`config.mk`:
```
export PLATFORM = sky130hd
export DESIGN_NAME = fprt_cell
export DESIGN_NICKNAME = d
export VERILOG_FILES = /design/src/rtl/core/flow_packet_rate_table_defines.svh /design/src/rtl/core/fprt_pkg.sv /design/src/rtl/core/fprt_cell.sv
export SDC_FILE = /design/constraint.sdc
export NUM_CORES = 1
export LEC_CHECK = 0
export CAP_MARGIN = 20
export CORE_MARGIN = 1.5
export CORE_UTILIZATION = 50
export CTS_BUF_LIST = sky130_fd_sc_hd__clkbuf_8 sky130_fd_sc_hd__clkbuf_16
export DETAILED_ROUTE_END_ITERATION = 10
export DONT_BUFFER_PORTS = 1
export MAX_ROUTING_LAYER = met4
export SLEW_MARGIN = 25
export SYNTH_ARGS = -nofsm -noshare
export SYNTH_HDL_FRONTEND = slang
export SYNTH_SLANG_ARGS = --single-unit
```
`constraint.sdc`:
```
create_clock -name clk -period 7.1 [get_ports clk]
set_clock_uncertainty 0.05 [all_clocks]
set_input_delay 0.71 -clock clk [delete_from_list [all_inputs] [get_ports clk]]
set_output_delay 0.71 -clock clk [all_outputs]
set_load 0.01 [all_outputs]
```
`src/rtl/core/flow_packet_rate_table_defines.svh`:
```
// Assertion macros for the flow packet rate table.
// Included by the modules that carry assertions; no other dependency.
`ifndef FLOW_PACKET_RATE_TABLE_DEFINES_SVH
`define FLOW_PACKET_RATE_TABLE_DEFINES_SVH
`ifndef NO_ASSERTIONS
`define FPRT_ASSERT(label, clk, rst_n, prop, msg) \
    label: assert property (@(posedge clk) disable iff (!rst_n) prop) else $error(msg);
`define FPRT_ASSERT_NR(label, clk, prop, msg) \
    label: assert property (@(posedge clk) prop) else $error(msg);
`else
`define FPRT_ASSERT(label, clk, rst_n, prop, msg)
`define FPRT_ASSERT_NR(label, clk, prop, msg)
`endif
`endif

```
`src/rtl/core/fprt_pkg.sv`:
```
// Shared types and constants for the flow packet rate table.
// No dependencies.
`timescale 1ns / 1ps
package fprt_pkg;
    localparam int ENTRIES    = 64;
    localparam int COUNT_BITS = 32;
    localparam int IDX_BITS   = $clog2(ENTRIES);

    localparam logic [1:0] FUNC_PACKET = 2'd0;
    localparam logic [1:0] FUNC_ADD    = 2'd1;
    localparam logic [1:0] FUNC_QUERY  = 2'd2;
    localparam logic [1:0] FUNC_DELETE = 2'd3;

    localparam logic [1:0] ST_OK       = 2'd0;
    localparam logic [1:0] ST_NOTFOUND = 2'd1;
    localparam logic [1:0] ST_EXISTS   = 2'd2;
    localparam logic [1:0] ST_FULL     = 2'd3;

    typedef struct packed {
        logic [1:0]  func;
        logic [31:0] remote_addr;
        logic [15:0] peer_port;
        logic [15:0] host_port;
        logic [31:0] now_ticks;
    } req_t;

    typedef struct packed {
        logic [1:0]  status;
        logic        window_rolled;
        logic [31:0] packet_count;
    } rsp_t;

    // Token passed down the cell chain: request, plus match/free results so far.
    typedef struct packed {
        logic                active;
        req_t                req;
        logic                hit;
        logic                free_found;
        logic [IDX_BITS-1:0] free_idx;
        logic [1:0]          status;
        logic                rolled;
        logic [31:0]         count;
    } tok_t;
endpackage

```
`src/rtl/core/fprt_cell.sv`:
```
// One table entry of the flow packet rate table, a stage of the cell chain.
// Depends on fprt_pkg.
`timescale 1ns / 1ps
module fprt_cell
    import fprt_pkg::*;
(
    input  logic                clk,
    input  logic                rst_n,
    input  logic [IDX_BITS-1:0] idx,
    input  logic [30:0]         window_ticks,
    input  tok_t                tok_in,
    input  logic                commit,
    input  logic [IDX_BITS-1:0] commit_idx,
    input  tok_t                commit_tok,
    output tok_t                tok_out
);
    logic                  valid_reg;
    logic [31:0]           addr_reg;
    logic [15:0]           rport_reg;
    logic [15:0]           lport_reg;
    logic [COUNT_BITS-1:0] wcnt_reg;
    logic [31:0]           wstart_reg;
    logic [COUNT_BITS-1:0] pcnt_reg;
    logic [31:0]           pstart_reg;
    logic                  match;
    logic [31:0]           el_w;
    logic [31:0]           el_p;
    logic                  expired;
    logic                  fresh;
    tok_t                  tok_next;

    assign match = valid_reg && addr_reg == tok_in.req.remote_addr
        && rport_reg == tok_in.req.peer_port && lport_reg == tok_in.req.host_port;
    assign el_w    = tok_in.req.now_ticks - wstart_reg;
    assign el_p    = tok_in.req.now_ticks - pstart_reg;
    assign expired = el_w > {1'b0, window_ticks};
    assign fresh   = el_p <= {window_ticks, 1'b0};

    // Fold this entry into the passing token.
    always_comb
    begin
        tok_next = tok_in;
        if (tok_in.active && match)
        begin
            tok_next.hit = 1'b1;
            case (tok_in.req.func)
                FUNC_PACKET: tok_next.rolled = expired;
                FUNC_ADD:    tok_next.status = ST_EXISTS;
                FUNC_QUERY:
                    if (fresh)
                        tok_next.count = (COUNT_BITS > 32 && (pcnt_reg >> 32) != 0)
                            ? 32'hFFFF_FFFF : 32'(pcnt_reg);
                default: ;
            endcase
        end
        if (tok_in.active && !valid_reg && !tok_in.free_found)
        begin
            tok_next.free_found = 1'b1;
            tok_next.free_idx   = idx;
        end
    end

    // Advance the token one cell per cycle.
    always_ff @(posedge clk or negedge rst_n)
    begin
        if (!rst_n)
            tok_out <= '0;
        else
            tok_out <= tok_next;
    end

    // Update entry: packet/delete act on the match in passing, add commits at chain end.
    always_ff @(posedge clk or negedge rst_n)
    begin
        if (!rst_n)
            valid_reg <= 1'b0;
        else if (commit && commit_idx == idx)
            valid_reg <= 1'b1;
        else if (tok_in.active && match && tok_in.req.func == FUNC_DELETE)
            valid_reg <= 1'b0;
    end
    always_ff @(posedge clk)
    begin
        if (commit && commit_idx == idx)
        begin
            addr_reg   <= commit_tok.req.remote_addr;
            rport_reg  <= commit_tok.req.peer_port;
            lport_reg  <= commit_tok.req.host_port;
            wcnt_reg   <= '0;
            wstart_reg <= commit_tok.req.now_ticks;
            pcnt_reg   <= '0;
            pstart_reg <= commit_tok.req.now_ticks - {1'b0, window_ticks};
        end
        else if (tok_in.active && match && tok_in.req.func == FUNC_PACKET)
        begin
            if (expired)
            begin
                pcnt_reg   <= wcnt_reg;
                pstart_reg <= wstart_reg;
                wcnt_reg   <= '0;
                wstart_reg <= tok_in.req.now_ticks;
            end
            else if (wcnt_reg != {COUNT_BITS{1'b1}})
                wcnt_reg <= wcnt_reg + 1'b1;
        end
    end
endmodule

```
## Word-level counts from Yosys, hierarchy flattened

Cells that the tools add are included.

- Add/sub/neg operators: 4
- Equality and inequality tests: 8
- Multiplexer cells: 17
- Reductions and logical operators: 19
- Order comparisons: 2

Operator list:

| operator | count |
|---|---|
| two-way mux 32 bit | 10 |
| subtractor 32 bit | 2 |
| two-way mux 35 bit | 1 |
| adder 32 x 1 -> 32 bit (second input constant) | 1 |
| == test 16 bit | 2 |
| == test 32 bit | 1 |
| greater-than comparator 32 x 31 -> 1 bit | 1 |
| <= comparator 32 bit | 1 |
| inequality test 32 bit (second input constant) | 1 |
| subtractor 32 x 31 -> 32 bit | 1 |
| logical AND 1 bit | 9 |
| nonzero test 2 bit | 4 |
| two-way mux 7 bit | 1 |
| == test 6 bit | 1 |
| AND reduction 2 bit | 3 |
| == test 2 bit (second input constant) | 2 |
| two-way mux 1 bit | 4 |
| == test 2 x 1 -> 1 bit (second input constant) | 1 |
| logical NOT 1 bit | 2 |
| logical NOT 2 bit | 1 |
| two-way mux 2 bit | 1 |

- Register bits after elaboration: 335
- Bits of input ports: 330

## Logic depth before layout (Yosys ltp)

- Depth in word-level cells: 8
- Depth in mapped cells: 26

## Least setup slack after synthesis

OpenSTA, ideal clock, no wires.

- Path type: input-to-reg
- From: input tok_in[43] (netlist bit)
- To: register pstart_reg[0] (enable)
- Data arrival time: 5.755 ns
- Path slack: 0.607 ns
- Buffers on the path: 0
- Cell stages on the path: 24
- Path through: inv_1 ha_1 inv_1 fa_1 a21o_1 a21oi_1 o21bai_1 a21oi_1 nor3_1 a21boi_0 o21bai_1 a21o_1 a21oi_1 xnor2_1 ha_1 a21o_1 a21oi_1 o21a_1 nor3_1 o41ai_1 nand3_1 mux2i_4 or2_2 nand2_1

- Longest elaborated chain between the ends: 4

RTL lines:

| item | RTL line | RTL |
|---|---|---|
| start: declaration | fprt_cell.sv:11 | `input tok_t tok_in,` |
| subtractor 32 bit | fprt_cell.sv:34 | `assign el_w = tok_in.req.now_ticks - wstart_reg;` |
| greater-than comparator 32 x 31 -> 1 bit | fprt_cell.sv:36 | `assign expired = el_w > {1'b0, window_ticks};` |
| nonzero test 2 bit (no line) | -- |  |
| AND reduction 2 bit (no line) | -- |  |
| end signal: assignment | fprt_cell.sv:92 | `pstart_reg <= commit_tok.req.now_ticks - {1'b0, window_ticks};` |
| end signal: assignment | fprt_cell.sv:99 | `pstart_reg <= wstart_reg;` |
| end: declaration | fprt_cell.sv:24 | `logic [31:0] pstart_reg;` |

Every way passes these cells.
A chain may end at the register's enable or synchronous reset.

## Worst setup path in the final report

- From: register wstart_reg[0]
- To: register wcnt_reg[13]

- Longest elaborated chain between the ends: 4
- Elaborated cells between the ends (all ways): 5
- Those cells by class: add/sub (1); order compare (1); mux (1); reduce/logical (2)

RTL lines:

| item | RTL line | RTL |
|---|---|---|
| start: declaration | fprt_cell.sv:22 | `logic [31:0] wstart_reg;` |
| start signal: assignment | fprt_cell.sv:90 | `wstart_reg <= commit_tok.req.now_ticks;` |
| start signal: assignment | fprt_cell.sv:101 | `wstart_reg <= tok_in.req.now_ticks;` |
| subtractor 32 bit * | fprt_cell.sv:34 |  |
| greater-than comparator 32 x 31 -> 1 bit * | fprt_cell.sv:36 |  |
| nonzero test 2 bit (no line) | -- |  |
| AND reduction 2 bit (no line) | -- |  |
| end signal: assignment | fprt_cell.sv:104 | `wcnt_reg <= wcnt_reg + 1'b1;` |
| end: declaration | fprt_cell.sv:21 | `logic [COUNT_BITS-1:0] wcnt_reg;` |

Mark *: on every way between the ends. The rest lies on a longest branch, timed or not.

==> run_results.csv <==
group,metric,value,unit
global_route,maximum_number_of_pins_on_one_net_before_global_route_repair,144,
detailed_routing,route.detailed.vias_per_inst,5.92,
placed_design,gpl.final_weighted_congestion,0.942,
sta,layout_min_cycle_time,6.15,ns
floorplan,core_area,0.0379,mm2
layout,n_fill_cell,3402,
global_route,gr-usage-all-layers,0.284,
min_path,hold_class,"primary input to asynchronous set/reset pin",
sta,holdWs,-0.00273,ns
power,vdd.ir_drop.worst,0.225,mV
global_route,gr-max-usage-layer,"met2",
yosys,yosysTopAreaCell,"sky130_fd_sc_hd__edfxtp_1",
clock_tree,holdBufCountCts,1,
yosys,synth-edff-count,128,
global_route,globalRouteMet1Util,0.354,
layout,max_flop_register,"tok_out",
sta,number_of_max_slew_violations_in_the_final_report,0,
detailed_routing,wl_per_cell,22.4,um
global_route,grt_pass1_vias,14600,
yosys,yosys-top-cells-area,"sky130_fd_sc_hd__edfxtp_1 (20%), sky130_fd_sc_hd__dfrtp_1 (18%), sky130_fd_sc_hd__ha_1 (10%), sky130_fd_sc_hd__dfxtp_1 (6.6%), sky130_fd_sc_hd__nand2_1 (4.1%)",
worst_setup_path,setup.worst_path.start_class,"register",
clock_tree,cts-buffers-inserted,37,
clock_tree,cts_tree,"done",
global_route,grtUsageMet2,0.478,
global_route,grt_remaining_overflow,0,
sta,unrepaired_setup_endpoints_after_global_routing,"no",
placed_design,placement.io_buffers,0,
yosys,post-synth-top-area-fraction,0.198,
layout,layout-drive-gt1-share,0.0817,
floorplan,die_height,200,um
clock_tree,ctsLongestPathBuffers,3,
clock_tree,clk_pin_slew_worst_paths,0.06,ns
yosys,yosys_warnings,0,
yosys,synthesis.area_per_instance,10.0,um2
global_route,antenna_found_initial,4,
clock_tree,cts.htree.levels,2,
run,drv_cap,0,
floorplan,initial_core_utilization,0.511,
detailed_routing,drt_wl_total,55.3,mm
sta,tightest_slew,0.945,ns
detailed_routing,dr.pass1.iters,7,
sta,final.setup.worst_slack,0.953,ns
yosys,postSynthRegisterBits,335,
layout,largest_reg_flops,142,
clock_tree,clkLatencyLatePin,0.56,ns
placed_design,place_hpwl,42.3,mm
clock_tree,postCtsResizedCells,0,
floorplan,num_rows,71,
floorplan,ios,472,
floorplan,design.die.area,0.0400,mm2
outcome,violations,"negative hold slack",
global_route,grt_first_pass_wirelength,83.4,mm
power,power.density_cell_area,224,mW/mm2
layout,area_growth,9.65,%
yosys,postSynthCellCount,1930,
sta,achievable-frequency,0.163,GHz
clock_tree,clock_tree.root_cell,"sky130_fd_sc_hd__clkbuf_16",
layout,finish.net_count,2418,
yosys,synth.cell_area,0.0194,mm2
yosys,synth.yosys.seq_area_share,0.449,
sta,finalSetupTns,0,ns
outcome,outcome,"finished with violations",
worst_setup_path,worstPathRequired,7.49,ns
power,p_leak,9.07,nW
yosys,net_count_after_synthesis,2419,
clock_tree,clock-sinks,335,
sta,slew_headroom,0.370,
worst_setup_path,cp_max_fo,21,
detailed_routing,first_iter_violations,907,
sta,setup_viol_count_final,0,
worst_setup_path,path_class,"register to register",
sta,report.final.hold_viol_count,3,
worst_setup_path,ff2ff_setup_slack,0.95,ns
global_route,met3_usage,0.0544,
detailed_routing,drc,0,
worst_setup_path,setup.worst_path.end_class,"register",
detailed_routing,routed-via-count,14600,
yosys,ys_types,84,
detailed_routing,final_antenna_net_count,0,
floorplan,fp.dieW,200,um
worst_setup_path,arrival_time_at_the_worst_endpoint,6.54,ns
sta,period_share,0.866,
yosys,ys_async_sr_fraction,0.427,
yosys,synth_ff_type,"sky130_fd_sc_hd__dfrtp_1",
placed_design,place_worst_setup_slack,0.492,ns
clock_tree,postcts_setup_bufs,0,
==> worst paths after layout <==
path	from	to	cells after the start
hold reg to reg	pcnt_reg[4]	pcnt_reg[4]	2
setup / recovery	wstart_reg[0]	wcnt_reg[13]	23
max in group asynchronous	rst_n	tok_out[58]	1
min in group clk	tok_in[61]	tok_out[61]	0
setup reg to reg	wstart_reg[0]	wcnt_reg[13]	23
hold / removal	rst_n	tok_out[56]	1
==> stage by stage <==
| step | instances | utilization | cell area [um2] | hold slack (ns) | power [mW] |
|---|---|---|---|---|---|
| 2_1_floorplan | 1930 | - | 19400 | 0.364 | 2.59 |
| 3_3_place_gp | 2400 | 0.526 | 19900 | 0.367 | 2.72 |
| 3_5_place_dp | 2400 | 0.526 | 19900 | 0.368 | 2.73 |
| 4_1_cts | 2469 | 0.560 | 21300 | 0.0968 | 4.80 |
| 5_1_grt | 2471 | 0.561 | 21300 | 0.0557 | 4.94 |
| 6_report | 2471 | 0.561 | 21300 | -0.00273 | 4.76 |
==> Yosys cell counts, drive strengths merged, types with 9 or more instances <==
cell    number
xor2        68
a31oi       13
xnor2       54
a21boi      12
edfxtp     128
o21bai       9
dfxtp       64
nand3       35
mux2        38
nand4       54
nor3        36
and2        15
o21a        23
a21o        65
nor2b       44
dfrtp      143
buf         14
nand2b      22
and3        21
nor4        40
inv        122
o21ai       78
mux2i       38
a21oi       84
clkbuf      42
nand4b      15
ha         156
nor2       124
and4        12
o31ai       38
nand2      213
a31o        15
==> cells by family (layout without fill, tap and decap cells) <==
kind of cell | Yosys count | after routing | share of synthesized area
simple gates | 667 | 667 | 0.176
mux | 76 | 76 | 0.0423
xor+xnor | 122 | 122 | 0.0551
other cells | 0 | 2 | 0
fa+ha+maj | 159 | 159 | 0.104
buf+inv | 178 | 206 | 0.0370
flops | 335 | 335 | 0.449
compound gates | 393 | 393 | 0.137
==> final cells by class <==
| cell class | instances | area (um2) | share of cell area |
|---|---|---|---|
| clock buffer | 44 | 1030 | 0.0486 |
| antenna | 2 | 5.00 | 0.000235 |
| timing repair buffer | 16 | 165 | 0.00777 |
| clock inverter | 24 | 259 | 0.0122 |
| sequential | 335 | 8700 | 0.409 |
| tap | 511 | 639 | 0.0301 |
| multi-input combinational | 1417 | 10000 | 0.470 |
| inverter | 122 | 460 | 0.0217 |
==> metal layers <==
| layer | part of all wire | routed length (um) |
|---|---|---|
| met4 | 0.016 | 889 |
| met3 | 0.065 | 3590 |
| met5 | 0 | 0 |
| met2 | 0.49 | 27400 |
| met1 | 0.42 | 23500 |
==> critical path, stage by stage (launching register included) <==
cell	delay, ns
sky130_fd_sc_hd__edfxtp_1	0.36
sky130_fd_sc_hd__ha_1	0.18
sky130_fd_sc_hd__inv_1	0.06
sky130_fd_sc_hd__fa_1	0.40
sky130_fd_sc_hd__a21o_1	0.18
sky130_fd_sc_hd__a21oi_1	0.30
sky130_fd_sc_hd__o21bai_1	0.18
sky130_fd_sc_hd__a21oi_1	0.29
sky130_fd_sc_hd__nor3_1	0.11
sky130_fd_sc_hd__a21boi_0	0.36
sky130_fd_sc_hd__o21bai_1	0.18
sky130_fd_sc_hd__a21o_1	0.20
sky130_fd_sc_hd__a21oi_1	0.17
sky130_fd_sc_hd__xnor2_1	0.15
sky130_fd_sc_hd__ha_1	0.26
sky130_fd_sc_hd__a21o_1	0.16
sky130_fd_sc_hd__a21oi_1	0.18
sky130_fd_sc_hd__o21a_1	0.13
sky130_fd_sc_hd__nor3_1	0.04
sky130_fd_sc_hd__o41ai_1	0.64
sky130_fd_sc_hd__nand3_1	0.25
sky130_fd_sc_hd__mux2i_4	0.23
sky130_fd_sc_hd__nand3_2	0.48
sky130_fd_sc_hd__o41ai_1	0.47
==> power by group <==
group | total [mW] | internal [mW] | switching [mW]
Sequential | 2.11 | 2.06 | 0.0500
Combinational | 0.611 | 0.253 | 0.359
Clock | 2.04 | 1.20 | 0.840
==> cells in the final DEF, fill, tap and decap left out, types with 9 or more instances in the layout <==
cell type,netlist,routed
sky130_fd_sc_hd__buf_4,1,13
sky130_fd_sc_hd__edfxtp_1,128,128
sky130_fd_sc_hd__a21oi_1,84,84
sky130_fd_sc_hd__dfrtp_1,143,143
sky130_fd_sc_hd__a31o_2,15,15
sky130_fd_sc_hd__o21bai_1,9,9
sky130_fd_sc_hd__nand4b_1,15,15
sky130_fd_sc_hd__o31ai_1,37,37
sky130_fd_sc_hd__nor2_1,124,124
sky130_fd_sc_hd__xnor2_1,54,53
sky130_fd_sc_hd__nor3_1,35,35
sky130_fd_sc_hd__nand4_1,53,53
sky130_fd_sc_hd__clkbuf_16,0,38
sky130_fd_sc_hd__nand2_1,212,211
sky130_fd_sc_hd__and3_1,20,20
sky130_fd_sc_hd__nor2b_1,44,44
sky130_fd_sc_hd__inv_1,122,125
sky130_fd_sc_hd__a21boi_0,12,12
sky130_fd_sc_hd__dfxtp_1,64,64
sky130_fd_sc_hd__o21ai_0,74,74
sky130_fd_sc_hd__xor2_1,68,68
sky130_fd_sc_hd__a31oi_1,13,13
sky130_fd_sc_hd__mux2_2,38,38
sky130_fd_sc_hd__and2_1,15,15
sky130_fd_sc_hd__ha_1,156,156
sky130_fd_sc_hd__mux2i_1,37,37
sky130_fd_sc_hd__nand2b_1,22,22
sky130_fd_sc_hd__o21a_1,23,23
sky130_fd_sc_hd__and4_1,11,11
sky130_fd_sc_hd__nand3_1,34,34
sky130_fd_sc_hd__a21o_1,65,65
sky130_fd_sc_hd__nor4_1,40,40
Power figures use the tool's default switching activity.
